==> src/rtl/core/box_iou_defines.svh <==
// assertion macros for the box iou block
// no dependencies; included by files that carry concurrent checks
`ifndef BOX_IOU_DEFINES_SVH
`define BOX_IOU_DEFINES_SVH

`ifndef SYNTHESIS
// property must hold at every clock edge outside reset
`define BIOU_ASSERT(name, clk, rstn, prop, msg) \
    name: assert property (@(posedge clk) disable iff (!rstn) (prop)) else $error(msg);
// condition must never be seen outside reset
`define BIOU_ASSERT_NEVER(name, clk, rstn, cond, msg) \
    name: assert property (@(posedge clk) disable iff (!rstn) !(cond)) else $error(msg);
`else
`define BIOU_ASSERT(name, clk, rstn, prop, msg)
`define BIOU_ASSERT_NEVER(name, clk, rstn, cond, msg)
`endif

`endif

==> src/rtl/core/biou_pkg.sv <==
// shared constants and types for the box iou pipeline
// no dependencies
`timescale 1ns / 1ps

package biou_pkg;

    // default coordinate width in bits
    localparam int COORD_BITS_DEF = 16;

    // fraction bits of the ratio and its full width (covers 1.0)
    localparam int FRAC_BITS  = 16;
    localparam int RATIO_BITS = FRAC_BITS + 1;

    // ratio code for 1.0
    localparam logic [RATIO_BITS-1:0] RATIO_ONE = RATIO_BITS'(1) << FRAC_BITS;

    // per-stage tag that travels with each beat
    typedef struct packed {
        logic valid;
        logic union_zero;
    } t_beat_tag;

endpackage

==> src/rtl/core/biou_div.sv <==
// pipelined restoring divider: one quotient bit per stage
// computes floor(overlap * 2^FRAC_BITS / union); depends on biou_pkg
`timescale 1ns / 1ps

module biou_div #(
    parameter int COORD_BITS = biou_pkg::COORD_BITS_DEF
) (
    input  logic                             i_clk,
    input  logic                             i_rst_n,
    input  logic                             i_adv,
    input  biou_pkg::t_beat_tag              i_tag,
    input  logic [2*COORD_BITS-1:0]          i_overlap,
    input  logic [2*COORD_BITS:0]            i_union,
    output biou_pkg::t_beat_tag              o_tag,
    output logic [biou_pkg::RATIO_BITS-1:0]  o_quotient,
    output logic [2*COORD_BITS-1:0]          o_overlap,
    output logic [2*COORD_BITS:0]            o_union
);

    localparam int AW = 2 * COORD_BITS;
    localparam int UW = AW + 1;
    localparam int NS = biou_pkg::RATIO_BITS;

    logic [NS-1:0] r_valid;
    logic [NS-1:0] r_zero;
    logic [UW-1:0] r_rem  [NS];
    logic [UW-1:0] r_den  [NS];
    logic [AW-1:0] r_ov   [NS];
    logic [NS-1:0] r_quo  [NS];

    logic [NS-1:0] w_pv_valid;
    logic [NS-1:0] w_pv_zero;
    logic [UW-1:0] w_pv_rem [NS];
    logic [UW-1:0] w_pv_den [NS];
    logic [AW-1:0] w_pv_ov  [NS];
    logic [NS-1:0] w_pv_quo [NS];
    logic [UW-1:0] n_rem    [NS];
    logic [NS-1:0] n_quo    [NS];

    // inputs of each stage: the divider inputs or the previous stage
    always_comb begin
        w_pv_valid[0] = i_tag.valid;
        w_pv_zero[0]  = i_tag.union_zero;
        w_pv_rem[0]   = UW'(i_overlap);
        w_pv_den[0]   = i_union;
        w_pv_ov[0]    = i_overlap;
        w_pv_quo[0]   = '0;
        for (int s = 1; s < NS; s++) begin
            w_pv_valid[s] = r_valid[s-1];
            w_pv_zero[s]  = r_zero[s-1];
            w_pv_rem[s]   = r_rem[s-1];
            w_pv_den[s]   = r_den[s-1];
            w_pv_ov[s]    = r_ov[s-1];
            w_pv_quo[s]   = r_quo[s-1];
        end
    end

    // trial subtract per stage; the first stage weighs 2^FRAC_BITS unshifted
    always_comb begin
        logic [UW:0]   trial;
        logic [UW+1:0] diff;
        logic          qbit;
        for (int s = 0; s < NS; s++) begin
            trial = (s == 0) ? {1'b0, w_pv_rem[s]} : {w_pv_rem[s], 1'b0};
            diff  = {1'b0, trial} - {2'b00, w_pv_den[s]};
            qbit  = ~diff[UW+1];
            n_rem[s] = qbit ? diff[UW-1:0] : trial[UW-1:0];
            n_quo[s] = {w_pv_quo[s][NS-2:0], qbit};
        end
    end

    // valid bits
    always_ff @(posedge i_clk) begin
        if (!i_rst_n) begin
            r_valid <= '0;
        end else if (i_adv) begin
            r_valid <= w_pv_valid;
        end
    end

    // stage payload
    always_ff @(posedge i_clk) begin
        if (i_adv) begin
            r_zero <= w_pv_zero;
            for (int s = 0; s < NS; s++) begin
                r_rem[s] <= n_rem[s];
                r_den[s] <= w_pv_den[s];
                r_ov[s]  <= w_pv_ov[s];
                r_quo[s] <= n_quo[s];
            end
        end
    end

    assign o_tag.valid      = r_valid[NS-1];
    assign o_tag.union_zero = r_zero[NS-1];
    assign o_quotient       = r_quo[NS-1];
    assign o_overlap        = r_ov[NS-1];
    assign o_union          = r_den[NS-1];

endmodule

==> config.mk <==
export PLATFORM = sky130hd
export DESIGN_NAME = biou_div
export DESIGN_NICKNAME = d
export VERILOG_FILES = /design/src/rtl/core/box_iou_defines.svh /design/src/rtl/core/biou_pkg.sv /design/src/rtl/core/biou_div.sv
export SDC_FILE = /design/constraint.sdc
export NUM_CORES = 2
export LEC_CHECK = 0
export ABC_AREA = 1
export BUFFER_PORTS_ARGS = -buffer_cell sky130_fd_sc_hd__buf_2
export CAP_MARGIN = 25
export CORE_MARGIN = 4
export CORE_UTILIZATION = 45
export DETAILED_ROUTE_END_ITERATION = 12
export GPL_TIMING_DRIVEN = 0
export PLACE_DENSITY = 0.59
export SYNTH_ARGS = -nofsm -noshare
export SYNTH_HDL_FRONTEND = slang
export SYNTH_SLANG_ARGS = --single-unit
==> constraint.sdc <==
create_clock -name i_clk -period 2.4 [get_ports i_clk]
set_input_delay 0.48 -clock i_clk [delete_from_list [all_inputs] [get_ports i_clk]]
set_output_delay 0.48 -clock i_clk [all_outputs]
set_load 0.005 [all_outputs]
==> impl_metrics.env <==
export IMPL_syn_inst=12700
export IMPL_start_util_pct=45.3
export IMPL_vias=84700
export IMPL_cap_violations=0
export IMPL_synth_largest_area_cell="edfxtp_1"
export IMPL_root_buffer="clkbuf_16"
export IMPL_async_flop_share_pct=0
export IMPL_row_count=178
export IMPL_gp_congestion=0.975
export IMPL_hpwl_mm=247
export IMPL_area_delta_synth_final_pct=22.7
export IMPL_startpoint_type="flop"
export IMPL_antenna_found_initial=11
export IMPL_timing_setup_tns_ns=-0.0227
export IMPL_detail_route_vias_per_cell=5.00
export IMPL_synth_area_top_cells="edfxtp_1 51%, nand2_1 16%, inv_1 8.6%, ha_1 6.4%, nand3_1 4.3%"
export IMPL_setup_violations=3
export IMPL_wl_per_cell_um=19.0
export IMPL_dieArea_um2=246000
export IMPL_h_tree_depth=4
export IMPL_die_y_um=495
export IMPL_ys_seq_elements=1820
export IMPL_core_um2=236000
export IMPL_max_vdd_ir_drop_mv=0.776
export IMPL_ys_warn_count=0
export IMPL_final_max_slew_viol_count=0
export IMPL_grt_max_degree=185
export IMPL_drc_errors=0
export IMPL_ant_nets=0
export IMPL_numCtsBuffers=198
export IMPL_critical_path_class="flop to flop"
export IMPL_worstMarginPinSlew_ns=0.965
export IMPL_worst_slack_ns=-0.0119
export IMPL_synthFlopType="edfxtp_1"
export IMPL_fin_crit_ns=2.41
export IMPL_synth_edff_count=1803
export IMPL_drive_gt1_share_pct=18.9
export IMPL_grt_pass1_wl_mm=473
export IMPL_grt_use_total_pct=25.3
export IMPL_leakage_nw=61.9
export IMPL_synth_nets=13300
export IMPL_io_pins=154
export IMPL_clock_sinks=1820
export IMPL_cts_tree="built"
export IMPL_outcome="finished, violations left"
export IMPL_hold_end="r_rem[0][183]$_DFFE_PP_"
export IMPL_reg2reg_depth=12
export IMPL_ys_top_cells_by_count="4534 x nand2_1, 2454 x inv_1, 1803 x edfxtp_1"
export IMPL_fmax_mhz=415
export IMPL_cts_buffer_depth=3
export IMPL_holdCritStartpoint="i_adv"
export IMPL_r2r_start="r_rem[0][352]$_DFFE_PP_"
export IMPL_grt_pass1_vias=78800
export IMPL_violations="negative setup slack"
export IMPL_syn_avg_cell_area_um2=8.43
export IMPL_r2r_end="r_rem[0][389]$_DFFE_PP_"
export IMPL_yosysSeqAreaShare_pct=50.9
export IMPL_fin_nets=14300
export IMPL_relSlewSlack_pct=35.7
export IMPL_synthDistinctLibCells=42
export IMPL_endpoint_kind="flop"
export IMPL_die_w_um=495
export IMPL_worst_path_max_fanout=6
export IMPL_fill_cells=21300
export IMPL_cp_required_ns=2.97
export IMPL_worstHoldPathType="primary input to flop"
export IMPL_dp_slack_ns=-2.35
export IMPL_synth_top_area_share_pct=50.6
export IMPL_drtIter0Drc=6809
export IMPL_firstDrtPassIters=8
export IMPL_period_share_pct=100
export IMPL_rsz0062_at_grt="yes"
export IMPL_synth_most_common_cell="nand2_1"
export IMPL_multi_input_area_um2=48200
export IMPL_final_core_util_pct=55.6
export IMPL_syn_area_um2=107000
export IMPL_p_total_mw=160
export IMPL_io_buffers=153
export IMPL_clock_latency_ns=0.85
export IMPL_ff2ff_setup_slack_ns=-0.01
export IMPL_seq_area_um2=54500
export IMPL_gr_total_overflow=0
export IMPL_powerDensity_nw_per_um2=1220
export IMPL_hold_ws_ns=0.0787
export IMPL_hold_depth=1
export IMPL_worstPathArrival_ns=2.98
export IMPL_fin_skew_ns=0.0704
export IMPL_postRouteWirelength_mm=322
export IMPL_clk_pin_slew_ns=0.06
export IMPL_hold_violations=0
[cells in the final DEF, fill, tap and decap left out, types with 26 or more instances in the layout]
master         netlist  routed
a21oi_1            358     333
a21oi_2             16      26
and2_1             174     174
buf_12               2      33
buf_2              104     178
buf_4               68     578
buf_6               37      37
bufinv_16            0      27
clkbuf_1             4      29
clkbuf_16            0     212
clkinv_1             1      33
clkinv_2             0      30
dlygate4sd3_1        0      68
edfxtp_1          1803    1803
ha_1               544     192
ha_2                 0      53
ha_4                 0     299
inv_1             2454    2314
inv_2               21     161
nand2_1           4534    4208
nand2_2             36     297
nand2_4             30      75
nand3_1            926     872
nand3_2            152     176
nand3_4              0      30
nand3b_1           128     128
nand4_1             84      84
nor2_1             700     568
nor2_2              35     121
nor2_4              18      64
nor3_1              63      53
o21ai_0             40      38
xnor2_1             38      38
xor2_1             202     202
[through the flow]
step	cells	cell area, um2
floorplan	12700	107000
global placement	16000	112000
global route	16900	131000
finish	17000	131000
CTS	16700	124000
detailed placement	16000	112000
[per-layer routing]
layer	track usage, %	share of wire, %	vias to the layer above
met2	39.3	44	2367
met3	3.59	6.2	423
met1	37.3	47	39900
met5	0	0.0040	-
met4	6.03	2.4	2
li1	-	-	42100
[worst max-delay path by stage]
stage                            startpoint                         end  slack, ns  cells past startpoint
global route        r_den[0][411]$_DFFE_PP_     r_rem[0][461]$_DFFE_PP_      -0.08                     13
CTS                 r_den[0][250]$_DFFE_PP_     r_rem[0][295]$_DFFE_PP_     -0.006                     14
finish              r_rem[0][352]$_DFFE_PP_     r_rem[0][389]$_DFFE_PP_      -0.01                     12
floorplan                      i_overlap[0]  r_rem[0][32]$_SDFFCE_PN0P_       0.26                     15
global placement                      i_adv      r_ov[0][434]$_DFFE_PP_     -28.11                      1
detailed placement                    i_adv      r_ov[0][338]$_DFFE_PP_      -2.35                      6
[power by group]
part	leakage [nW]	internal, mW	total, mW	switching (mW)
Sequential	17.8	43.8	49.0	5.27
Clock	3.23	18.2	31.3	13.1
Combinational	40.8	30.4	79.8	49.3
Total	61.9	92.4	160	67.7
[sequential cells by signal, indices dropped and copies added (netlist names)]
name and flops:
r_rem 528, r_den 561, r_quo 153, r_ov 544, r_zero 17, r_valid 17
[cells by family after synthesis]
family / synth area share, %
buffers and inverters: 10.2
xor gates and xnor gates: 1.97
AOI/OAI and AO/OA: 2.17
adders and majority gates: 6.66
and+or+nand+nor: 28.0
DFF: 50.9
[what timing repair did]
item | 4_1_cts | 5_1_grt
hold buffers | 68 | 0
endpoints found under the setup margin | 1259 | 575
resized for setup | 448 | 1049
hold endpoints to repair | 84 | 0
gates cloned | 13 | 18
buffers inserted | 265 | 230
pin swaps | 57 | 157
[layout make-up]
class	instances	area share, %
antenna	8	0.0153
tap	3150	3.00
timing repair buffer	753	4.87
sequential	1820	41.5
inverter	2476	7.08
multi-input combinational	8162	36.8
clock inverter	141	1.33
clock buffer	223	3.85
buffer	219	1.56
[critical path, stage by stage (launching register included)]
cell and delay, ns:
edfxtp_1 0.50, ha_4 0.32, nand2_4 0.08, nand2_4 0.06
nand2_2 0.07, nand2_2 0.07, a21oi_4 0.16, nor2_4 0.05
nor2_4 0.26, nand2_8 0.17, clkbuf_16 0.22, nand3_4 0.08
nand2_4 0.09
(Power assumes the default switching activity.)
