==> config.mk <==
export PLATFORM = sky130hd
export DESIGN_NAME = biou_geom
export DESIGN_NICKNAME = d
export VERILOG_FILES = /design/src/rtl/core/box_iou_defines.svh /design/src/rtl/core/biou_pkg.sv /design/src/rtl/core/biou_geom.sv
export SDC_FILE = /design/constraint.sdc
export NUM_CORES = 2
export LEC_CHECK = 0
export CELL_PAD_IN_SITES_DETAIL_PLACEMENT = 2
export CELL_PAD_IN_SITES_GLOBAL_PLACEMENT = 2
export CORE_MARGIN = 1.5
export CORE_UTILIZATION = 39
export DETAILED_ROUTE_END_ITERATION = 7
export DONT_BUFFER_PORTS = 1
export PLACE_DENSITY = 0.85
export SETUP_SLACK_MARGIN = 0.4
export SYNTH_ARGS = -nofsm -noshare
export SYNTH_HDL_FRONTEND = slang
export SYNTH_SLANG_ARGS = --single-unit
==> constraint.sdc <==
create_clock -name i_clk -period 5.45 [get_ports i_clk]
set_clock_uncertainty 0.1 [all_clocks]
set_input_delay 0.2725 -clock i_clk [delete_from_list [all_inputs] [get_ports i_clk]]
set_output_delay 0.2725 -clock i_clk [all_outputs]
set_load 0.01 [all_outputs]
==> src/rtl/core/box_iou_defines.svh <==
// assertion macros for the box iou block
// no dependencies; included by files that carry concurrent checks
`ifndef BOX_IOU_DEFINES_SVH
`define BOX_IOU_DEFINES_SVH

`ifndef SYNTHESIS
// property must hold at every clock edge outside reset
`define BIOU_ASSERT(name, clk, rstn, prop, msg) \
    name: assert property (@(posedge clk) disable iff (!rstn) (prop)) else $error(msg);
// condition must never be seen outside reset
`define BIOU_ASSERT_NEVER(name, clk, rstn, cond, msg) \
    name: assert property (@(posedge clk) disable iff (!rstn) !(cond)) else $error(msg);
`else
`define BIOU_ASSERT(name, clk, rstn, prop, msg)
`define BIOU_ASSERT_NEVER(name, clk, rstn, cond, msg)
`endif

`endif

==> src/rtl/core/biou_pkg.sv <==
// shared constants and types for the box iou pipeline
// no dependencies
`timescale 1ns / 1ps

package biou_pkg;

    // default coordinate width in bits
    localparam int COORD_BITS_DEF = 16;

    // fraction bits of the ratio and its full width (covers 1.0)
    localparam int FRAC_BITS  = 16;
    localparam int RATIO_BITS = FRAC_BITS + 1;

    // ratio code for 1.0
    localparam logic [RATIO_BITS-1:0] RATIO_ONE = RATIO_BITS'(1) << FRAC_BITS;

    // per-stage tag that travels with each beat
    typedef struct packed {
        logic valid;
        logic union_zero;
    } t_beat_tag;

endpackage

==> src/rtl/core/biou_geom.sv <==
// geometry front end: overlap corners, clamped spans, areas, union
// four register stages; depends on biou_pkg
`timescale 1ns / 1ps

module biou_geom #(
    parameter int COORD_BITS = biou_pkg::COORD_BITS_DEF
) (
    input  logic                          i_clk,
    input  logic                          i_rst_n,
    input  logic                          i_adv,
    input  logic                          i_valid,
    input  logic signed [COORD_BITS-1:0]  i_first  [4],
    input  logic signed [COORD_BITS-1:0]  i_second [4],
    output biou_pkg::t_beat_tag           o_tag,
    output logic [2*COORD_BITS-1:0]       o_overlap,
    output logic [2*COORD_BITS:0]         o_union
);

    localparam int AW = 2 * COORD_BITS;
    localparam int UW = AW + 1;

    // clamped span: hi - lo when positive, else zero
    function automatic logic [COORD_BITS-1:0] f_span(
        input logic signed [COORD_BITS-1:0] lo,
        input logic signed [COORD_BITS-1:0] hi
    );
        logic signed [COORD_BITS:0] diff;
        diff = COORD_BITS'(1) == 0 ? '0 : ($signed({hi[COORD_BITS-1], hi})
                                          - $signed({lo[COORD_BITS-1], lo}));
        return diff[COORD_BITS] ? '0 : diff[COORD_BITS-1:0];
    endfunction

    logic                         r1_valid, r2_valid, r3_valid, r4_valid;
    logic signed [COORD_BITS-1:0] r1_a [4];
    logic signed [COORD_BITS-1:0] r1_b [4];
    logic signed [COORD_BITS-1:0] r1_i [4];
    logic signed [COORD_BITS-1:0] n1_i [4];
    logic [COORD_BITS-1:0]        r2_span_a [2];
    logic [COORD_BITS-1:0]        r2_span_b [2];
    logic [COORD_BITS-1:0]        r2_span_i [2];
    logic [AW-1:0]                r3_area_a, r3_area_b, r3_area_i;
    logic [AW-1:0]                n3_area_a, n3_area_b, n3_area_i;
    logic [AW-1:0]                r4_overlap;
    logic [UW-1:0]                r4_union;
    logic [UW-1:0]                n4_union;
    logic                         r4_zero;

    // stage 1: overlap box corners, larger min and smaller max per axis
    always_comb begin
        n1_i[0] = (i_first[0] > i_second[0]) ? i_first[0] : i_second[0];
        n1_i[1] = (i_first[1] > i_second[1]) ? i_first[1] : i_second[1];
        n1_i[2] = (i_first[2] < i_second[2]) ? i_first[2] : i_second[2];
        n1_i[3] = (i_first[3] < i_second[3]) ? i_first[3] : i_second[3];
    end

    // stage 3: one multiplier per area
    always_comb begin
        n3_area_a = AW'(r2_span_a[0]) * AW'(r2_span_a[1]);
        n3_area_b = AW'(r2_span_b[0]) * AW'(r2_span_b[1]);
        n3_area_i = AW'(r2_span_i[0]) * AW'(r2_span_i[1]);
    end

    // stage 4: union, never negative since overlap fits in either box
    assign n4_union = UW'(r3_area_a) + UW'(r3_area_b) - UW'(r3_area_i);

    // valid bits of the four stages
    always_ff @(posedge i_clk) begin
        if (!i_rst_n) begin
            r1_valid <= 1'b0;
            r2_valid <= 1'b0;
            r3_valid <= 1'b0;
            r4_valid <= 1'b0;
        end else if (i_adv) begin
            r1_valid <= i_valid;
            r2_valid <= r1_valid;
            r3_valid <= r2_valid;
            r4_valid <= r3_valid;
        end
    end

    // payload registers of the four stages
    always_ff @(posedge i_clk) begin
        if (i_adv) begin
            r1_a         <= i_first;
            r1_b         <= i_second;
            r1_i         <= n1_i;
            r2_span_a[0] <= f_span(r1_a[0], r1_a[2]);
            r2_span_a[1] <= f_span(r1_a[1], r1_a[3]);
            r2_span_b[0] <= f_span(r1_b[0], r1_b[2]);
            r2_span_b[1] <= f_span(r1_b[1], r1_b[3]);
            r2_span_i[0] <= f_span(r1_i[0], r1_i[2]);
            r2_span_i[1] <= f_span(r1_i[1], r1_i[3]);
            r3_area_a    <= n3_area_a;
            r3_area_b    <= n3_area_b;
            r3_area_i    <= n3_area_i;
            r4_overlap   <= r3_area_i;
            r4_union     <= n4_union;
            r4_zero      <= (r3_area_a == '0) && (r3_area_b == '0);
        end
    end

    assign o_tag.valid      = r4_valid;
    assign o_tag.union_zero = r4_zero;
    assign o_overlap        = r4_overlap;
    assign o_union          = r4_union;

endmodule

==> reports/metrics.yaml <==
route:
  drc: 0
  vias: 47881
  ant_nets: 0
  vias_per_cell: 6.50
  wl_per_cell_um: 42.7
  routed_wl_um: 314000
  drt_iter0_drc: 5341
  dr.pass1.iters: 5
worst_setup_path:
  worstSetupPathType: "flop to flop"
  crit_chain: "buf_4 > nand2_1 > fa_1 > inv_1 > fa_1 > inv_1 > fa_1 > inv_1 > fa_2 > fa_1 > inv_1 > fa_1 > inv_1 > ha_4 > buf_4 > a21oi_1 > o21ai_2 > a21oi_2 > o21ai_2 > o21ai_1 > o211ai_1 > a31oi_1 > xnor2_1"
  worstSetupEndpointType: "flop"
  path_max_fanout: 9
  cp-start-kind: "flop"
  rrSetupSlack_ns: -2.38
  cpMaxStageDelayCell: "fa_2"
  r2r_start: "r2_span_a[0][2]$_SDFFCE_PP0P_"
  r2r_cells: 23
  required_ns: 5.82
  max_stage_delay_ns: 0.89
  r2r-end: "r3_area_a[31]$_DFFE_PP_"
  cp.arrival_ns: 8.21
worst_hold_path:
  min_from: "i_adv"
  worstHoldPathType: "input port to flop"
  min_path_cells: 1
  min_to: "r3_area_a[29]$_DFFE_PP_"
global_route:
  grt_overflow: 0
  antenna_found_initial: 29
  grt_pass1_vias: 53123
  grt_max_degree: 170
  gr-usage-all-layers: 0.410
  grt_pass1_wl_um: 386000
floorplan:
  die_w_um: 361
  dieArea_sq_mm: 0.130
  ios: 199
  rows: 131
  start_util: 0.392
  die_height_um: 361
  coreArea_sq_mm: 0.127
logic_synthesis:
  synth_commonest_cells: "inv_1 (994), fa_1 (620), nand2_1 (521)"
  synth.distinct_cells: 81
  postSynthCellCount: 4988
  synth_edf_count: 450
  yosysMostFrequentCell: "inv_1"
  synthArstFlopShare: 0
  ys_top_cells_by_area: "edfxtp_1 (27%), fa_1 (25%), ha_1 (13%), inv_1 (7.5%), and2_1 (4.6%)"
  synthFlopType: "edfxtp_1"
  ys_seq_area_frac: 0.272
  yosysTopAreaCell: "edfxtp_1"
  synth-seq-cells: 454
  syn_area_sq_mm: 0.0499
  synth.top_cell.area_share: 0.271
  ys_warn_count: 0
  syn_avg_cell_area_sq_um: 10.0
  synth_nets: 6243
sta:
  period_share: 1.44
  slew_violations: 2
  holdWs_ns: -0.0527
  setup_violations: 70
  timing.fmax_mhz: 128
  finalHoldViolations: 2
  relSlewSlack: -0.141
  finalSetupTns_ns: -100.85
  fin_crit_ns: 7.83
  rsz0062_at_grt: "true"
  layout_setup_ws_ns: -2.38
  tightest_slew_ns: 1.70
placed_design:
  io_buffers: 0
  gp_congestion: 0.883
  hpwl_um: 167000
layout:
  nets: 6900
  drive_above_1_share: 0.224
  area_growth_pct: 26.0
clock_tree:
  ctsLongestPathBuffers: 3
  clock_latency_ns: 0.75
  cts_buffers: 59
  htreeDepth: 2
  cts_tree: "built"
  clockRootBuffer: "clkbuf_16"
  cts.clk_slew.worst_paths_ns: 0.07
  clkSinkCount: 454
outcome:
  violations: "negative hold slack, max-capacitance violations, max-slew violations, negative setup slack"
  status: "finished, violations left"
job:
  drv_cap: 1
## cells by family after synthesis
kind of cell / Yosys count / share of synthesized area
AND/OR/NAND/NOR: 1383 / 0.138
flip-flops: 454 / 0.272
AO/OA/AOI/OAI: 644 / 0.0839
buffers and inverters: 1155 / 0.0881
adder cells (fa/ha/maj): 1123 / 0.375
XOR/XNOR: 171 / 0.0300
multiplexers: 58 / 0.0130
## layout by cell type, fill, tap and decap left out, types with 17 or more instances in the layout
master,Yosys,layout
xnor2_1,103,73
a21oi_4,0,19
inv_1,994,900
fa_2,0,76
buf_12,0,27
nand2_1,521,475
nor2_1,149,137
inv_2,0,89
and2_4,0,46
edfxtp_1,450,450
o21a_1,30,29
mux2_1,20,20
or3_1,20,20
mux2_2,30,30
nand3_1,59,49
buf_6,1,119
ha_1,503,445
xor2_1,68,62
nand4_1,45,45
nor4_1,24,23
nor3_1,74,69
nor2b_1,45,44
buf_4,4,473
ha_4,0,49
clkbuf_16,0,59
and2_1,363,316
nand2_2,0,31
a21oi_2,4,29
a21oi_1,174,130
fa_1,620,544
xnor2_2,0,23
o21ai_0,103,69
a31oi_1,38,32
a21o_1,117,116
o21ai_2,1,18
dlygate4sd3_1,0,131
o31ai_1,19,17
nand2b_1,25,23
o211ai_1,32,32
## final cells by class
class,instances,area [sq um]
fillers,12854,64300
multi-input cells,3379,34600
flip-flops and latches,454,13600
repair buffers,757,6900
inverters,994,3740
well taps,1662,2080
clock buffers,75,1590
clock inverters,35,353
diodes,15,37.5
## critical path: cells and delay by family (launching register included)
| family | cells | cell delay, ns |
|---|---|---|
| buffers and inverters | 7 | 1.47 |
| AOI/OAI and AO/OA | 7 | 1.33 |
| adders and majority gates | 7 | 3.63 |
| and+or+nand+nor | 1 | 0.13 |
| DFF | 1 | 0.70 |
| xor gates and xnor gates | 1 | 0.14 |
## sequential cells by signal (all words and copies together), names as in the netlist, 32 cells and up
register and flops:
r2_span_b 32, r1_i 64, r1_a 64, r1_b 64
r3_area_a 32, r2_span_a 32, o_union 33, r3_area_i 32
o_overlap 32, r3_area_b 32, r2_span_i 32
## layer usage
metal,global-route usage,wire [um],up-vias
li1,-,-,17509
met1,0.409,98500,23891
met2,0.692,142000,4214
met3,0.103,32700,2241
met4,0.401,41300,26
met5,0,170,-
## how the worst max path moves through the flow
stage	start	to	slack, ns	depth (start not counted)
6_report	r2_span_a[0][2]$_SDFFCE_PP0P_	r3_area_a[31]$_DFFE_PP_	-2.38	23
4_1_cts	r2_span_b[0][5]$_SDFFCE_PP0P_	r3_area_b[28]$_DFFE_PP_	-0.76	22
3_3_place_gp	r2_span_a[0][3]$_SDFFCE_PP0P_	r3_area_a[22]$_DFFE_PP_	-0.39	18
3_5_place_dp	r2_span_a[0][20]$_SDFFCE_PP0P_	r3_area_a[28]$_DFFE_PP_	-0.90	20
5_1_grt	r2_span_a[0][5]$_SDFFCE_PP0P_	r3_area_a[21]$_DFFE_PP_	-2.27	19
2_1_floorplan	r2_span_a[0][20]$_SDFFCE_PP0P_	r3_area_a[22]$_DFFE_PP_	-0.29	20
## stage by stage
stage	util	instance area, sq um	instances	hold WS, ns	worst slack [ns]
2_1_floorplan	-	50800	4988	0.271	-0.287
3_3_place_gp	0.437	55500	6938	0.272	-0.391
3_5_place_dp	0.437	55500	6938	0.272	-0.898
4_1_cts	0.481	61200	7287	0.00512	-0.762
5_1_grt	0.494	62800	7360	0.0473	-2.27
6_report	0.494	62900	7371	-0.0527	-2.38
## timing repair
action	4_1_cts	5_1_grt
cloned	1	1
pin swaps	146	209
gates resized for setup	373	280
endpoints found under the setup margin	71	72
hold endpoints to repair	358	0
hold buffers	134	0
buffers inserted	104	68
Power is not shown: default switching activity piles up to over one toggle a cycle in this logic, so the estimate is an artifact.
