$ cat src/rtl/core/box_iou_defines.svh
// assertion macros for the box iou block
// no dependencies; included by files that carry concurrent checks
`ifndef BOX_IOU_DEFINES_SVH
`define BOX_IOU_DEFINES_SVH

`ifndef SYNTHESIS
// property must hold at every clock edge outside reset
`define BIOU_ASSERT(name, clk, rstn, prop, msg) \
    name: assert property (@(posedge clk) disable iff (!rstn) (prop)) else $error(msg);
// condition must never be seen outside reset
`define BIOU_ASSERT_NEVER(name, clk, rstn, cond, msg) \
    name: assert property (@(posedge clk) disable iff (!rstn) !(cond)) else $error(msg);
`else
`define BIOU_ASSERT(name, clk, rstn, prop, msg)
`define BIOU_ASSERT_NEVER(name, clk, rstn, cond, msg)
`endif

`endif

$ cat src/rtl/core/biou_skid.sv
// output register with one skid entry
// upstream ready is registered; no dependencies
`timescale 1ns / 1ps

module biou_skid #(
    parameter int WIDTH = 8
) (
    input  logic             i_clk,
    input  logic             i_rst_n,
    input  logic             i_up_valid,
    output logic             o_up_ready,
    input  logic [WIDTH-1:0] i_up_data,
    output logic             o_dn_valid,
    input  logic             i_dn_ready,
    output logic [WIDTH-1:0] o_dn_data
);

    logic             r_out_valid;
    logic             r_skid_valid;
    logic [WIDTH-1:0] r_out_data;
    logic [WIDTH-1:0] r_skid_data;

    // control: the skid entry fills only when the output register is stuck
    always_ff @(posedge i_clk) begin
        if (!i_rst_n) begin
            r_out_valid  <= 1'b0;
            r_skid_valid <= 1'b0;
        end else if (r_skid_valid) begin
            if (i_dn_ready) begin
                r_skid_valid <= 1'b0;
            end
        end else if (i_up_valid) begin
            if (!r_out_valid || i_dn_ready) begin
                r_out_valid <= 1'b1;
            end else begin
                r_skid_valid <= 1'b1;
            end
        end else if (i_dn_ready) begin
            r_out_valid <= 1'b0;
        end
    end

    // data
    always_ff @(posedge i_clk) begin
        if (r_skid_valid) begin
            if (i_dn_ready) begin
                r_out_data <= r_skid_data;
            end
        end else if (i_up_valid) begin
            if (!r_out_valid || i_dn_ready) begin
                r_out_data <= i_up_data;
            end else begin
                r_skid_data <= i_up_data;
            end
        end
    end

    assign o_up_ready = ~r_skid_valid;
    assign o_dn_valid = r_out_valid;
    assign o_dn_data  = r_out_data;

endmodule

$ cat config.mk
export PLATFORM = sky130hd
export DESIGN_NAME = biou_skid
export DESIGN_NICKNAME = d
export VERILOG_FILES = /design/src/rtl/core/box_iou_defines.svh /design/src/rtl/core/biou_skid.sv
export SDC_FILE = /design/constraint.sdc
export NUM_CORES = 1
export LEC_CHECK = 0
export ABC_AREA = 0
export BUFFER_PORTS_ARGS = -buffer_cell sky130_fd_sc_hd__buf_2
export CAP_MARGIN = 20
export CORE_MARGIN = 5
export CORE_UTILIZATION = 50
export CTS_CLUSTER_SIZE = 8
export DETAILED_ROUTE_END_ITERATION = 10
export PLACE_DENSITY = 0.78
export SYNTH_ARGS = -nofsm -noshare
export SYNTH_HDL_FRONTEND = slang
export SYNTH_SLANG_ARGS = --single-unit
$ cat constraint.sdc
create_clock -name i_clk -period 4.39 [get_ports i_clk]
set_input_delay 0.2195 -clock i_clk [delete_from_list [all_inputs] [get_ports i_clk]]
set_output_delay 0.2195 -clock i_clk [all_outputs]
set_load 0.005 [all_outputs]
==> impl_metrics.py, run 1 <==
metrics = {
    "global_routing": {
        "overflow": 0,
        "grt_pass1_wl_mm": 1.807,
        "antenna_found_initial": 0,
        "grt_pass1_vias": 434,
        "grt_max_degree": 15,
        "grt_usage": 0.1156,
    },
    "sta": {
        "finalSetupViolCount": 0,
        "fin_worst_skew_ns": 0.008215,
        "tightestPinTransition_ns": 1.052,
        "finalSetupTns_ns": 0,
        "period_share": 0.4165,
        "hold_viol_final": 0,
        "rsz0062_at_grt": "no",
        "maxSlewViolCount": 0,
        "slew_headroom": 0.2935,
        "max_freq_ghz": 0.5469,
        "finalCriticalPeriod_ns": 1.829,
    },
    "min_path": {
        "worstHoldPathType": "in2reg",
    },
    "power_and_ir_drop": {
        "power.leakage_nw": 0.3282,
        "power_density_nw_per_um2": 364.2,
        "vdd_drop_max_uv": 286.1,
        "total_power_w": 0.0003053,
    },
    "logic_synthesis": {
        "synth_top_family_by_area": "multiplexers",
        "synthAdderAreaFrac": 0,
        "synth_seq_area_share": 0.7442,
        "yosys.cell_types.count": 15,
        "synthesis.area_um2": 699.4,
        "muxShareOfSynthArea": 0.1556,
        "synth-xor-area-share": 0,
        "syn_inst": 38,
        "synth_fp_nets": 50,
        "synth-simple-area-share": 0.05188,
        "syn_area_per_cell_um2": 18.41,
        "ys_ff_latch": 18,
        "yosysWarnings": 0,
        "synth-compound-area-share": 0.02683,
    },
    "detailed_routing": {
        "route.vias.total": 396,
        "avgViaCountPerCell": 5.143,
        "drtIter0Drc": 4,
        "ant_nets": 0,
        "drt-total-wl_mm": 1.025,
        "firstDrtPassIters": 3,
        "post-route-drc-count": 0,
        "wl_per_cell_um": 13.31,
    },
    "die": {
        "die_width_um": 47.40,
        "fp.dieH_um": 47.40,
        "ioPinCount": 22,
        "die-area_um2": 2247,
        "rows": 13,
        "start_util": 0.5309,
        "coreArea_um2": 1318,
    },
    "clock_network": {
        "cts_tree": "built",
        "clk_latency_ns": 0.28,
        "clk_path_buf_depth": 2,
        "cts_repair_resize_count": 0,
        "cts_hold_buf": 0,
        "path_clk_slew_ns": 0.10,
        "h-tree-depth": 1,
        "cts-buffers-inserted": 3,
        "post_cts_buffers": 0,
        "clkSinkCount": 18,
        "cts-root-buf": "clkbuf_4",
    },
    "worst_setup_path": {
        "crit_path_max_incr_delay_ns": 0.93,
        "path_delay_family": "simple AND/OR/NAND/NOR gates",
        "cp_max_fo": 14,
        "cp_data_required_time_ns": 4.29,
        "worstSetupPathType": "reg2reg",
        "cp-start-kind": "flop",
        "path_buf_inv": 0,
        "cp.arrival_ns": 1.73,
        "critical_path.cell_chain": "nor3_1",
        "slowest_stage": "nor3_1",
        "cp-end-kind": "flop",
    },
    "placement": {
        "dpl_cell_area_um2": 812.0,
        "dpl.hpwl_um": 800.1,
        "portBuffers": 21,
        "routabilityCongestion": 0.6918,
    },
    "run": {
        "drv_cap": 0,
    },
    "layout": {
        "antenna-diode-count": 0,
        "multi_input_area_um2": 163.9,
        "drive_above_1_share": 0.5323,
        "n_fill_cell": 117,
        "seq_area_um2": 520.5,
        "area_delta_synth_final_pct": 19.86,
        "nNetsFinal": 75,
        "finalInstanceArea_um2": 838.3,
    },
    "outcome": {
        "run_status": "completed",
    },
}
cells by family after synthesis:
family                 Yosys count
AO/OA/AOI/OAI                    3
buffers and inverters            2
flip-flops                      18
multiplexers                     8
AND/OR/NAND/NOR                  7
layout by cell type (no fill, tap or decap), drive strengths merged, types with 2 or more instances in the layout:
| cell type | n |
|---|---|
| edfxtp | 16 |
| dfxtp | 2 |
| mux2 | 8 |
| buf | 21 |
| nand2 | 2 |
| clkbuf | 3 |
cell type report:
cell class	count	share of cell area
clock buffer	3	0.02687
clock inverter	1	0.004478
inverter	1	0.004478
multi-input combinational	18	0.1955
sequential	18	0.6209
tap	15	0.02239
timing repair buffer	21	0.1254
worst paths after layout:
check                                                end  cells after the start                    start  slack [ns]
worst max-delay path            r_skid_data[1]$_DFFE_PP_                      1  r_skid_valid$_SDFF_PN0_        2.56
worst min-delay path            r_skid_data[0]$_DFFE_PP_                      1             i_up_data[0]        0.12
worst max register to register  r_skid_data[1]$_DFFE_PP_                      1  r_skid_valid$_SDFF_PN0_        2.56
worst min register to register   o_dn_valid$_SDFFE_PN0P_                      2  o_dn_valid$_SDFFE_PN0P_        0.51
sequential cells by signal, summed over array words and instances, names as in the netlist:
signal	cells
o_dn_data	8
o_dn_valid	1
r_skid_data	8
r_skid_valid	1
synth_stat cells:
cell type	count	area share
mux2_4	5	0.11
dfxtp_1	2	0.057
nand2b_1	1	0.0090
o22a_1	1	0.013
inv_2	1	0.0054
o21ai_0	1	0.0071
nor2b_1	1	0.0090
nand3b_1	1	0.011
mux2_2	3	0.048
nor3_1	1	0.0071
buf_6	1	0.016
nor2_1	1	0.0054
a21oi_1	1	0.0071
edfxtp_1	16	0.69
nand2_1	2	0.011
through the flow:
| stage | utilization | hold WS (ns) | std cells | setup WS (ns) |
|---|---|---|---|---|
| floorplan | - | 0.3184 | 38 | 2.864 |
| global placement | 0.6163 | 0.4118 | 73 | 2.657 |
| detailed placement | 0.6163 | 0.4146 | 73 | 2.562 |
| CTS | 0.6363 | 0.1159 | 77 | 2.544 |
| global route | 0.6363 | 0.1040 | 77 | 2.440 |
| finish | 0.6363 | 0.1219 | 77 | 2.561 |
routing by layer:
layer	part of all wire	vias up	GRT usage
met1	0.46	186	0.1523
met3	0.093	0	0.03448
met5	0	-	0
li1	-	194	-
met4	0	0	0.03315
met2	0.45	16	0.1845
power breakdown:
part	switching [W]	internal, W	total [W]	leakage, nW
clock network	0.0000450	0.0000329	0.0000779	0.0154
logic	0.0000118	0.0000154	0.0000272	0.146
registers	0.00000358	0.000197	0.000200	0.167
Power figures use the tool's default switching activity.
==> inputs of run 2 (changes only) <==
- CORE_UTILIZATION: 50 -> 47
- PLACE_DENSITY: 0.78 -> 0.74
- clock period: 4.39 -> 1.8 ns (I/O delays scaled with it)
==> impl_metrics.py, run 2 (synthesis results as in run 1) <==
metrics = {
    "placement": {
        "routabilityCongestion": 0.7650,
        "dpl_cell_area_um2": 835.8,
        "dpl.hpwl_um": 923.4,
        "portBuffers": 21,
    },
    "clock_network": {
        "h-tree-depth": 1,
        "cts-buffers-inserted": 3,
        "cts_repair_resize_count": 0,
        "path_clk_slew_ns": 0.11,
        "post_cts_buffers": 0,
        "cts-root-buf": "clkbuf_4",
        "clk_path_buf_depth": 2,
        "clk_latency_ns": 0.29,
        "cts_tree": "built",
        "clkSinkCount": 18,
    },
    "power_and_ir_drop": {
        "vdd_drop_max_uv": 573.3,
        "power_density_nw_per_um2": 863.0,
        "power.leakage_nw": 0.3834,
    },
    "detailed_routing": {
        "avgViaCountPerCell": 4.876,
        "firstDrtPassIters": 2,
        "post-route-drc-count": 0,
        "route.vias.total": 434,
        "drtIter0Drc": 7,
        "wl_per_cell_um": 14.78,
        "ant_nets": 0,
        "drt-total-wl_mm": 1.315,
    },
    "sta": {
        "finalCriticalPeriod_ns": 1.282,
        "period_share": 0.7123,
        "max_freq_ghz": 0.7799,
        "rsz0062_at_grt": "no",
        "tightestPinTransition_ns": 0.3574,
        "maxSlewViolCount": 0,
        "hold_viol_final": 0,
        "slew_headroom": 0.7617,
        "finalSetupTns_ns": 0,
        "fin_worst_skew_ns": 0.01004,
        "finalSetupViolCount": 0,
    },
    "worst_setup_path": {
        "worstSetupPathType": "reg2reg",
        "path_delay_family": "flip-flops",
        "reg2reg_setup_slack_ns": 0.52,
        "slowest_stage": "dfxtp_1",
        "critical_path.cell_chain": "buf_4 -> mux2_2",
        "cp_max_fo": 8,
        "cp.arrival_ns": 1.33,
        "cp-start-kind": "flop",
        "path_buf_inv": 1,
        "cp-startpoint": "r_skid_valid$_SDFF_PN0_",
        "cp-end-kind": "flop",
        "cp_data_required_time_ns": 1.85,
        "crit_path_max_incr_delay_ns": 0.46,
        "r2r_start": "r_skid_valid$_SDFF_PN0_",
    },
    "global_routing": {
        "grt_usage": 0.1164,
        "overflow": 0,
        "grt_max_degree": 11,
        "antenna_found_initial": 0,
        "grt_pass1_wl_mm": 2.111,
        "grt_pass1_vias": 438,
    },
    "layout": {
        "layout_commonest_cell": "buf_2",
        "antenna-diode-count": 0,
        "finalInstanceArea_um2": 952.2,
        "area_delta_synth_final_pct": 36.14,
        "layout_common_cells": "buf_2, edfxtp_1, dlygate4sd3_1",
        "drive_above_1_share": 0.5068,
        "nNetsFinal": 86,
    },
    "min_path": {
        "worstHoldPathType": "in2reg",
        "min_from": "i_rst_n",
    },
    "outcome": {
        "run_status": "completed",
    },
    "die": {
        "coreArea_um2": 1454,
        "rows": 14,
        "ioPinCount": 22,
        "fp.dieH_um": 48.58,
        "die-area_um2": 2360,
        "die_width_um": 48.58,
        "start_util": 0.4811,
    },
    "run": {
        "drv_cap": 0,
    },
}
==> run 2: stage by stage <==
stage	worst slack (ns)	util	std cells	power, W	hold slack (ns)
detailed placement	0.5563	0.5749	77	0.0005709	0.2867
floorplan	0.2743	-	38	0.0005302	0.1889
global route	0.4835	0.6549	89	0.0008617	0.02647
finish	0.5178	0.6549	89	0.0008217	0.04021
global placement	0.5808	0.5749	77	0.0005659	0.2875
CTS	0.5311	0.6480	88	0.0008228	0.002379
==> run 2: area by class of cell <==
class                      count  area (um^2)
tap                           16        20.02
timing repair buffer          32        207.7
clock buffer                   4        36.28
multi-input combinational     18        163.9
fill                         102        501.7
inverter                       1        3.754
sequential                    18        520.5
==> run 2: what timing repair did <==
item	in CTS	in global routing
hold buffers	7	1
endpoints found under the hold margin	7	1
setup endpoints to repair	0	0
==> run 2: worst min-delay path: cells and delay by family <==
kind	cells	cell delay, ns
buf+inv	1	0.11
simple gates	1	0.06
compound gates	1	0.04
==> run 2: power by group <==
part | leakage (nW) | total (W) | switching, W | internal [W]
clock network | 0.0210 | 0.000248 | 0.000125 | 0.000123
registers | 0.167 | 0.000486 | 0.00000660 | 0.000479
logic | 0.196 | 0.0000874 | 0.0000359 | 0.0000515
total | 0.383 | 0.000822 | 0.000167 | 0.000654
==> run 2: worst paths after layout <==
path                             endpoint  cells after the start
setup / recovery   o_dn_data[1]$_DFFE_PP_                      2
hold / removal    r_skid_valid$_SDFF_PN0_                      3
setup reg to reg   o_dn_data[1]$_DFFE_PP_                      2
hold reg to reg   r_skid_valid$_SDFF_PN0_                      2
==> run 2: per-layer routing <==
| layer | part of all wire | up-vias | track usage |
|---|---|---|---|
| met1 | 0.42 | 208 | 0.1250 |
| met5 | 0 | - | 0 |
| met2 | 0.52 | 12 | 0.1935 |
| met3 | 0.055 | 2 | 0.04294 |
| met4 | 0.0030 | 0 | 0.06726 |
| li1 | - | 212 | - |
==> inputs of run 3 (changes only) <==
- ABC_AREA: 0 -> 1
- clock period: 1.8 -> 1.3 ns (I/O delays scaled with it)
==> impl_metrics.py, run 3 <==
metrics = {
    "sta": {
        "finalCriticalPeriod_ns": 1.200,
        "maxSlewViolCount": 0,
        "finalSetupViolCount": 0,
        "max_freq_ghz": 0.8337,
        "fin_worst_skew_ns": 0.001724,
        "tightestPinTransition_ns": 0.1796,
        "period_share": 0.9227,
        "slew_headroom": 0.8801,
        "rsz0062_at_grt": "no",
        "hold_viol_final": 0,
        "finalSetupTns_ns": 0,
    },
    "logic_synthesis": {
        "synth_commonest_cells": "nand2_1, edfxtp_1, inv_1",
        "ys_ff_latch": 18,
        "syn_inst": 62,
        "synth_fp_nets": 74,
        "ys_dominant_reg_cell": "edfxtp_1",
        "yosys.cell_types.count": 10,
        "synth-edff-count": 16,
        "yosys-top-cells-area": "edfxtp_1, nand2_1, dfxtp_1, inv_1, buf_6",
        "yosysTopAreaCellShare": 0.6678,
        "ys_async_sr_fraction": 0,
        "synth_seq_area_share": 0.7235,
        "syn_area_per_cell_um2": 11.60,
        "synthesis.area_um2": 719.4,
        "yosysMostFrequentCell": "nand2_1",
        "yosysWarnings": 0,
        "synth_top_area_cell": "edfxtp_1",
    },
    "worst_setup_path": {
        "critical_path.cell_chain": "inv_1 -> nand2_1 -> o22ai_2 -> buf_4",
        "cp_data_required_time_ns": 1.31,
        "worstSetupPathType": "reg2reg",
        "reg2reg_setup_slack_ns": 0.10,
        "r2r-end": "o_dn_data[1]$_DFFE_PP_",
        "slowest_stage": "dfxtp_1",
        "cp.arrival_ns": 1.21,
        "critPathCapture": "o_dn_data[1]$_DFFE_PP_",
        "r2r_start": "r_skid_valid$_SDFF_PN0_",
        "crit_path_max_incr_delay_ns": 0.36,
        "cp_max_fo": 8,
        "reg2reg_depth": 4,
        "cp-start-kind": "flop",
        "cp-startpoint": "r_skid_valid$_SDFF_PN0_",
        "cp-end-kind": "flop",
    },
    "layout": {
        "n_fill_cell": 125,
        "antenna-diode-count": 0,
        "area_delta_synth_final_pct": 33.04,
        "layout_common_cells": "nand2_1, buf_2, edfxtp_1",
        "nNetsFinal": 110,
        "drive_above_1_share": 0.3125,
        "layout_commonest_cell": "nand2_1",
    },
    "detailed_routing": {
        "avgViaCountPerCell": 4.759,
        "post-route-drc-count": 0,
        "wl_per_cell_um": 12.92,
        "drt-total-wl_mm": 1.447,
        "drtIter0Drc": 5,
        "ant_nets": 0,
        "route.vias.total": 533,
        "firstDrtPassIters": 2,
    },
    "clock_network": {
        "cts_tree": "built",
        "post_cts_buffers": 0,
        "h-tree-depth": 1,
        "clk_latency_ns": 0.29,
        "clk_path_buf_depth": 2,
        "cts-buffers-inserted": 3,
        "cts-root-buf": "clkbuf_4",
        "path_clk_slew_ns": 0.09,
        "clkSinkCount": 18,
    },
    "global_routing": {
        "grt_pass1_vias": 572,
        "grt_max_degree": 10,
        "antenna_found_initial": 0,
        "grt_pass1_wl_mm": 2.442,
        "grt_usage": 0.1354,
        "overflow": 0,
    },
    "die": {
        "coreArea_um2": 1471,
        "ioPinCount": 22,
        "die-area_um2": 2413,
        "start_util": 0.4889,
        "rows": 14,
        "fp.dieH_um": 49.13,
        "die_width_um": 49.13,
    },
    "outcome": {
        "run_status": "completed",
    },
    "power_and_ir_drop": {
        "power.leakage_nw": 0.4379,
        "total_power_w": 0.001066,
        "vdd_drop_max_uv": 663.4,
        "power_density_nw_per_um2": 1114,
    },
    "min_path": {
        "worstHoldPathType": "in2reg",
    },
    "run": {
        "drv_cap": 0,
    },
    "placement": {
        "dpl.hpwl_um": 942.6,
        "portBuffers": 21,
        "routabilityCongestion": 0.7531,
    },
}
## run 3: per-layer routing
metal,wire length [um],track usage,vias up
met5,0,0,-
met4,78,0.09865,0
met3,98,0.05199,9
met2,708,0.2253,22
met1,562,0.1339,232
li1,-,-,270
## run 3: cells by family after synthesis
family | count (synthesis) | synth area share
AND/OR/NAND/NOR | 33 | 0.1843
flip-flops | 18 | 0.7235
AO/OA/AOI/OAI | 2 | 0.02434
buffers and inverters | 9 | 0.06783
## run 3: where the power goes
group | total [W] | switching (W) | internal, W
logic | 0.000125 | 0.0000612 | 0.0000634
clock network | 0.000269 | 0.000161 | 0.000108
registers | 0.000673 | 0.00000883 | 0.000664
total | 0.00107 | 0.000231 | 0.000835
## run 3: worst max-delay path, delay by kind of cell (launching register included)
kind	cells	cell delay, ns
AO/OA/AOI/OAI	1	0.12
flip-flops	1	0.36
AND/OR/NAND/NOR	1	0.10
buffers and inverters	2	0.34
## run 3: final cells by class
class / count / area (um^2) / share of cell area
clock buffer: 3 / 22.52 / 0.02353
timing repair buffer: 33 / 217.7 / 0.2275
tap: 16 / 20.02 / 0.02092
multi-input combinational: 35 / 150.1 / 0.1569
sequential: 18 / 520.5 / 0.5438
inverter: 7 / 26.28 / 0.02745
## run 3: stage by stage
step	utilization	hold slack, ns	instances	setup slack (ns)	area [um^2]
floorplan	-	0.1626	62	0.09325	719.4
global placement	0.5740	0.2569	100	0.1020	844.6
detailed placement	0.5740	0.2599	100	0.08023	844.6
CTS	0.6505	0.1026	112	0.06818	957.2
global route	0.6505	0.1300	112	0.05360	957.2
finish	0.6505	0.1126	112	0.1005	957.2
## run 3: worst min path at each step
stage / cells past startpoint / end / from
3_3_place_gp: 1 / r_skid_data[7]$_DFFE_PP_ / i_up_data[7]
4_1_cts: 4 / r_skid_valid$_SDFF_PN0_ / i_dn_ready
2_1_floorplan: 2 / o_dn_valid$_SDFFE_PN0P_ / i_rst_n
5_1_grt: 4 / r_skid_valid$_SDFF_PN0_ / i_dn_ready
3_5_place_dp: 1 / r_skid_data[7]$_DFFE_PP_ / i_up_data[7]
6_report: 4 / r_skid_valid$_SDFF_PN0_ / i_dn_ready
## run 3: what timing repair did
action	CTS	global route
hold endpoints to repair	10	0
endpoints found under the setup margin	0	8
resized for setup	0	1
hold buffers	9	0
